$ cat src/msort_pkg.sv
// ----------------------------------------------------------------------------
// msort_pkg
// shared defaults and the status word between the merge sequencer and the top
// ----------------------------------------------------------------------------
package msort_pkg;

  localparam int DEPTH_DEF       = 1024;
  localparam int VALUE_WIDTH_DEF = 32;

  typedef struct packed {
    logic busy;  // sequencer is merging
    logic bank;  // bank that holds the current sorted or partly sorted run set
  } msort_stat_t;

endpackage

$ cat src/msort_merge.sv
// ----------------------------------------------------------------------------
// msort_merge
// bottom-up merge sequencer: reads runs from one bank, writes merged runs to
// the other, swaps banks after each pass
// ----------------------------------------------------------------------------
module msort_merge #(
  parameter int DEPTH = 1024,
  parameter int VW    = 32,
  localparam int AW   = (DEPTH > 1) ? $clog2(DEPTH) : 1,
  localparam int CW   = $clog2(DEPTH + 1)
) (
  input  logic                 clk,
  input  logic                 rst,
  input  logic                 go,
  input  logic [CW-1:0]        n_in,
  input  logic [VW-1:0]        rdata,
  output logic [AW-1:0]        raddr,
  output logic                 we,
  output logic [AW-1:0]        waddr,
  output logic [VW-1:0]        wdata,
  output msort_pkg::msort_stat_t stat
);
  import msort_pkg::*;

  localparam int SW = CW + 2;

  localparam logic [2:0] S_IDLE  = 3'd0;
  localparam logic [2:0] S_SETUP = 3'd1;
  localparam logic [2:0] S_LOADL = 3'd2;
  localparam logic [2:0] S_LOADR = 3'd3;
  localparam logic [2:0] S_MERGE = 3'd4;
  localparam logic [2:0] S_REFL  = 3'd5;
  localparam logic [2:0] S_REFR  = 3'd6;

  logic [2:0]           state;
  logic                 bank;
  logic [CW-1:0]        n;
  logic [SW-1:0]        w;
  logic [SW-1:0]        lo;
  logic [CW-1:0]        mid;
  logic [CW-1:0]        hi;
  logic [CW-1:0]        i;
  logic [CW-1:0]        j;
  logic [CW-1:0]        k;
  logic signed [VW-1:0] head_l;
  logic signed [VW-1:0] head_r;

  logic [SW-1:0] n_w;
  logic [SW-1:0] mid_w;
  logic [SW-1:0] hi_w;
  logic [SW-1:0] w2;
  logic [SW-1:0] lo_step;
  logic          l_ok;
  logic          r_ok;
  logic          take_left;
  logic [CW-1:0] i_inc;
  logic [CW-1:0] j_inc;

  always_comb begin
    n_w     = SW'(n);
    mid_w   = ((n_w - lo) > w) ? (lo + w) : n_w;
    hi_w    = ((n_w - mid_w) > w) ? (mid_w + w) : n_w;
    w2      = {w[SW-2:0], 1'b0};
    lo_step = lo + w2;
    l_ok    = (i < mid);
    r_ok    = (j < hi);
    // ties go to the left run
    take_left = l_ok && (!r_ok || (head_l <= head_r));
    i_inc   = i + 1'b1;
    j_inc   = j + 1'b1;
  end

  always_comb begin
    case (state)
      S_SETUP: raddr = lo[AW-1:0];
      S_LOADL: raddr = mid[AW-1:0];
      S_MERGE: raddr = take_left ? i_inc[AW-1:0] : j_inc[AW-1:0];
      default: raddr = '0;
    endcase
  end

  assign we    = (state == S_MERGE) && (k != hi);
  assign waddr = k[AW-1:0];
  assign wdata = take_left ? head_l : head_r;

  assign stat.busy = (state != S_IDLE);
  assign stat.bank = bank;

  always_ff @(posedge clk) begin
    if (rst) begin
      state <= S_IDLE;
      bank  <= 1'b0;
    end else begin
      case (state)
        S_IDLE: begin
          if (go) begin
            n    <= n_in;
            bank <= 1'b0;
            w    <= SW'(1);
            lo   <= '0;
            if (n_in > CW'(1)) begin
              state <= S_SETUP;
            end
          end
        end
        S_SETUP: begin
          mid   <= mid_w[CW-1:0];
          hi    <= hi_w[CW-1:0];
          i     <= lo[CW-1:0];
          j     <= mid_w[CW-1:0];
          k     <= lo[CW-1:0];
          state <= S_LOADL;
        end
        S_LOADL: begin
          head_l <= rdata;
          state  <= S_LOADR;
        end
        S_LOADR: begin
          head_r <= rdata;
          state  <= S_MERGE;
        end
        S_MERGE: begin
          if (k == hi) begin
            if (lo_step >= n_w) begin
              // pass done, merged runs now live in the other bank
              bank <= ~bank;
              w    <= w2;
              lo   <= '0;
              state <= (w2 >= n_w) ? S_IDLE : S_SETUP;
            end else begin
              lo    <= lo_step;
              state <= S_SETUP;
            end
          end else begin
            k <= k + 1'b1;
            if (take_left) begin
              i     <= i_inc;
              state <= S_REFL;
            end else begin
              j     <= j_inc;
              state <= S_REFR;
            end
          end
        end
        S_REFL: begin
          head_l <= rdata;
          state  <= S_MERGE;
        end
        S_REFR: begin
          head_r <= rdata;
          state  <= S_MERGE;
        end
        default: state <= S_IDLE;
      endcase
    end
  end

endmodule

$ cat config.mk
export PLATFORM = sky130hd
export DESIGN_NAME = msort_merge
export DESIGN_NICKNAME = d
export VERILOG_FILES = /design/src/msort_pkg.sv /design/src/msort_merge.sv
export SDC_FILE = /design/constraint.sdc
export NUM_CORES = 1
export LEC_CHECK = 0
export BUFFER_PORTS_ARGS = -buffer_cell sky130_fd_sc_hd__buf_2
export CELL_PAD_IN_SITES_DETAIL_PLACEMENT = 0
export CELL_PAD_IN_SITES_GLOBAL_PLACEMENT = 2
export CORE_ASPECT_RATIO = 1.75
export CORE_MARGIN = 2
export CORE_UTILIZATION = 28
export DETAILED_ROUTE_END_ITERATION = 6
export GPL_TIMING_DRIVEN = 0
export PLACE_DENSITY = 0.65
export SYNTH_ARGS = -nofsm -noshare
export SYNTH_HDL_FRONTEND = slang
export SYNTH_SLANG_ARGS = --single-unit
$ cat constraint.sdc
create_clock -name clk -period 22.7 [get_ports clk]
set_clock_uncertainty 0.15 [all_clocks]
set_input_delay 2.27 -clock clk [delete_from_list [all_inputs] [get_ports clk]]
set_output_delay 2.27 -clock clk [all_outputs]
set_load 0.05 [all_outputs]
-- After elaboration in Yosys (flattened, before gate mapping)
Cells that the tools add are included.
- flip-flop bits (word level): 160
- input bits: 46
- output and inout port bits: 55
- word-level logic and storage cells: 99
- add/sub/neg operators: 8
- $lt $le $gt $ge: 8
- equal/unequal tests: 15
- mux-type cells: 32
- bitwise operators: 2
- reductions and logical operators: 22
- operators with widths (operator ; number):
    $mux 13 ; 7
    $mux 11 ; 6
    $pmux 11 s2 ; 3
    $pmux 13 s2 ; 2
    $add 11x1->11 const B ; 3
    $le 32x32->1 ; 1
    $mux 32 ; 1
    $pmux 10 s3 ; 1
    $add 13x13->13 ; 2
    $ge 13x11->1 ; 2
    $gt 13x13->1 ; 2
    $sub 11x13->13 ; 2
    $lt 11x11->1 ; 2
    $reduce_and 4->1 ; 4
    $pmux 3 s5 ; 1
    $add 11x11->11 ; 1
    $eq 11x11->1 ; 1
    $gt 11x1->1 const B ; 1
    $ne 11x11->1 ; 1
    $mux 10 ; 1
    $ne 2x2->1 const B ; 5
    $eq 3x3->1 const B ; 3
    $mux 3 ; 3
    $reduce_and 2->1 ; 4
    other kinds (17) ; 28

-- Depth between registers and ports, before layout
- depth after elaboration: 7
- depth in mapped cells: 38
- mapped depth without buffers: 36

-- Worst setup path after synthesis
OpenSTA, ideal clock, no wires.
- kind: register -> register
- start point: reg n[0]
- end point: reg hi[5] (data pin)
- library setup time: 0.269 ns
- arrival: 7.392 ns
- required time: 22.281 ns
- path slack: 14.889 ns
- stages on the path, launching flop included: 38
- buffers on the path: 2
- clock period less this slack: 7.811 ns
- path through: edfxtp_1 -> inv_1 -> ha_1 -> fa_1 -> nor2b_1 -> o21ai_0 -> a21boi_0 -> o21ai_0 -> a21boi_0 -> o2111ai_1 -> nand3b_1 -> xnor2_1 -> ha_1 -> a21o_1 -> a21o_1 -> a21oi_1 -> nand2_1 -> o21ai_0 -> [2 not listed] -> ha_1 -> inv_1 -> fa_1 -> a21o_1 -> a21oi_1 -> o21ai_0 -> o41ai_2 -> nor2_1 -> a2111oi_0 -> nor2_1 -> o32a_1 -> ha_1 -> nand4_1 -> nor4_1 -> nor2_1 -> o31ai_2 -> clkbuf_1 -> o21ai_0
- longest elaborated chain between the ends: 6
- elaborated cells on any way between the ends: 7
- classes of those cells: add/sub (3); order compare (2); mux (2)
- RTL lines (item ; RTL line ; source):
    from (decl) ; msort_merge.sv:37 ; logic [CW-1:0] n;
    from (signal assigned) ; msort_merge.sv:97 ; n <= n_in;
    $sub 11x13->13 ; msort_merge.sv:61 ; mid_w = ((n_w - lo) > w) ? (lo + w) : n_w;
    $gt 13x13->1 ; msort_merge.sv:61 ;
    $mux 13 (*) ; msort_merge.sv:61 ;
    net mid_w[0] ; msort_merge.sv:49 ; logic [SW-1:0] mid_w;
    $sub 11x13->13 ; msort_merge.sv:62 ; hi_w = ((n_w - mid_w) > w) ? (mid_w + w) : n_w;
    $gt 13x13->1 ; msort_merge.sv:62 ;
    $mux 11 (*) ; msort_merge.sv:62 ;
    net hi_w[5] ; msort_merge.sv:50 ; logic [SW-1:0] hi_w;
    to (signal assigned) ; msort_merge.sv:108 ; hi <= hi_w[CW-1:0];
    to (decl) ; msort_merge.sv:41 ; logic [CW-1:0] hi;
The timed path passes the listed nets; every way through them passes the cells marked *.
A chain may end at the register's enable or synchronous reset.

-- Worst setup path in the final report
- start point: reg n[0]
- end point: reg hi[8] (data pin)
Same word-level chain as after synthesis.

==> flow_summary_export.csv <==
group,metric,value,unit
status,outcome,"finished, final reports clean",
route,wl_per_cell,21.38,um
global_route,grt_use_met2,36.60,%
global_route,antenna_found_initial,0,
clocking,clock_latency,0.45,ns
logic_synthesis,yosysSeqAreaShare,39.48,%
sta,setup_tns,0,ns
global_route,grt_pass1_wl,60070,um
global_route,top_usage_layer,"met2",
pwr,ir_drop,0.00003207,V
sta,final-hold-violation-count,0,
layout,post-route-cell-area,13960,sq um
flow_run,cap_viol_max_count,0,
floorplanning,die_w,160.9,um
place,place_area,13380,sq um
clocking,cts_setup_buffers,0,
logic_synthesis,yosysTopAreaCell,"edfxtp_1",
logic_synthesis,synth_flop_cell,"edfxtp_1",
clocking,cts_root_buffer,"clkbuf_16",
clocking,clockBufferDepth,2,
clocking,cts_resized,0,
global_route,grt-ovfl-total,0,
floorplanning,core_area,42540,sq um
worst_setup_path,crit_slowest_cell,"o31ai_2",
sta,worst_pin_slew,1.188,ns
floorplanning,die_height,278.6,um
logic_synthesis,synth_edf_count,156,
worst_setup_path,cpPeakStageDelay,0.93,ns
place,dp_slack,12.29,ns
pwr,powerDensity,75.70,nW/um^2
route,wl,40500,um
global_route,grt_max_degree,23,
sta,maxSlewViolCount,0,
hold_path,whs_path_depth,2,
floorplanning,ioPinCount,101,
pwr,finalPower,1.057,mW
place,gp_congestion,0.8164,
clocking,numCtsBuffers,17,
floorplanning,num_rows,100,
route,postRouteAntennaNets,0,
clocking,cts_hold_buf,0,
floorplanning,initial_core_util,28.37,%
clocking,cts.sinks,160,
worst_setup_path,critPathKind,"flip-flop to flip-flop",
sta,layout_setup_ws,12.43,ns
global_route,grt_pass1_vias,9696,
logic_synthesis,synth.area.top_cells,"edfxtp_1 39%, ha_1 16%, inv_1 3.8%",
layout,diodes,0,
floorplanning,die_area,44850,sq um
place,io_buffers,99,
logic_synthesis,synth_cell_types,71,
sta,fmax,97.42,MHz
worst_setup_path,arrival,10.27,ns
route,vias,9342,
route,dr.pass1.iters,7,
route,drc,0,
sta,fin_crit,10.27,ns
logic_synthesis,syn_area,12070,sq um
sta,setup_violations,0,
logic_synthesis,postSynthCellCount,1194,
worst_setup_path,critPathLaunchType,"flip-flop",
worst_setup_path,ff2ff_path_depth,37,
layout,fin_util,32.82,%
hold_path,hold_path.class,"flip-flop to flip-flop",
sta,maxSlewHeadroom,20.18,%
logic_synthesis,ys_ff_latch,160,
logic_synthesis,async_flop_share,0,%
clocking,htreeDepth,4,
logic_synthesis,yosysWarnings,0,
route,dr.first_iter.drc_count,377,
layout,num-nets-final,1528,
layout,area_delta_synth_final,15.68,%
clocking,cts.clk_slew.worst_paths,0.07,ns
pwr,p_leak,5.811,nW
worst_setup_path,critPathMaxFanout,10,
logic_synthesis,syn_area_per_cell,10.11,sq um
global_route,gr-usage-all-layers,18.25,%
global_route,use_met3,2.094,%
worst_setup_path,required,22.71,ns
sta,fin_crit_sh,45.22,%
route,routed_via_density,4.932,
place,place_hpwl,33530,um
worst_setup_path,crit_path_end_kind,"flip-flop",
clocking,cts_tree,"built",
global_route,use_met1,17.66,%
logic_synthesis,yosys.area.top_type_share,38.81,%
sta,rsz0062_at_grt,"false",
worst_setup_path,cp_common_cell,"o21ai_0",
layout,drive_gt1_share,15.98,%
[power by group]
part           leakage [nW]  internal [mW]  total (mW)  switching, mW
Clock                 0.274          0.163       0.296          0.133
Combinational          4.07          0.146       0.387          0.241
Sequential             1.46          0.351       0.374         0.0223
Total                  5.81          0.661        1.06          0.396
[placed cells by master (no fill, tap or decap), drive strengths merged, types with 13 or more instances in the layout]
master,count
inv,126
a211oi,14
xor2,37
o21a,14
clkbuf,37
a21oi,89
o21ai,46
nor2,105
nand4,16
mux2,36
edfxtp,156
o211ai,13
ha,157
xnor2,46
nand2,60
nand3,32
nor3,16
a21o,17
and3,20
nor2b,22
buf,127
[per-stage QoR]
stage                     instances  hold WS [ns]
after floorplan                1195        0.3404
after global placement         1855        0.3815
after detailed placement       1862        0.3803
after CTS                      1894        0.3924
after global routing           1894        0.4290
final                          1894        0.3907
[registers in the layout (all words and copies together) (netlist names)]
signal  cells
n          11
state       3
k          11
j          11
hi         11
lo         13
head_r     32
i          11
mid        11
bank        1
head_l     32
w          13
[logic make-up after synthesis]
group	count (synthesis)	share of synthesized area, %
AO/OA/AOI/OAI	264	14.57
XOR/XNOR	83	6.023
adder cells (fa/ha/maj)	162	17.11
buffers and inverters	162	5.640
flip-flops	160	39.48
multiplexers	46	4.282
other	1	0.03107
AND/OR/NAND/NOR	316	12.88
[worst max-delay path: cells and delay by family (launching register included)]
kind | cells | cell delay [ns]
AO/OA/AOI/OAI | 18 | 4.96
XOR/XNOR | 2 | 0.27
adder cells (fa/ha/maj) | 6 | 1.76
buffers and inverters | 4 | 1.29
flip-flops | 1 | 0.50
multiplexers | 1 | 0.35
AND/OR/NAND/NOR | 6 | 0.68
[synthesized netlist by cell type (11+ instances only)]
cell	instances
a211oi_1	14
a21o_1	17
a21oi_1	89
a22oi_1	11
and3_1	20
buf_4	14
clkbuf_1	19
edfxtp_1	156
ha_1	157
inv_1	121
mux2_2	33
nand2_1	60
nand3_1	32
nand4_1	16
nor2_1	104
nor2b_1	22
nor3_1	16
o211ai_1	13
o21a_1	13
o21ai_0	43
xnor2_1	46
xor2_1	37
[final cells by class]
class                      instances  area, sq um
buffer                            41        226.5
inverter                         121        454.2
clock buffer                      17        425.4
clock inverter                    15        158.9
timing repair buffer             106        579.3
sequential                       160         4765
tap                              561        701.9
fill                            4405        28580
multi-input combinational        873         6651
[per-layer routing]
metal / vias up / part of all wire, %
met5: - / 0
met4: 0 / 5.2
met3: 71 / 3.0
met2: 215 / 57
met1: 4452 / 35
li1: 4604 / -
[path summary, 6_finish.rpt]
check             from     to  slack, ns
setup / recovery  n[0]  hi[8]      12.43
hold / removal    bank   bank       0.39
setup reg to reg  n[0]  hi[8]      12.43
hold reg to reg   bank   bank       0.39
Power figures use the tool's default switching activity.
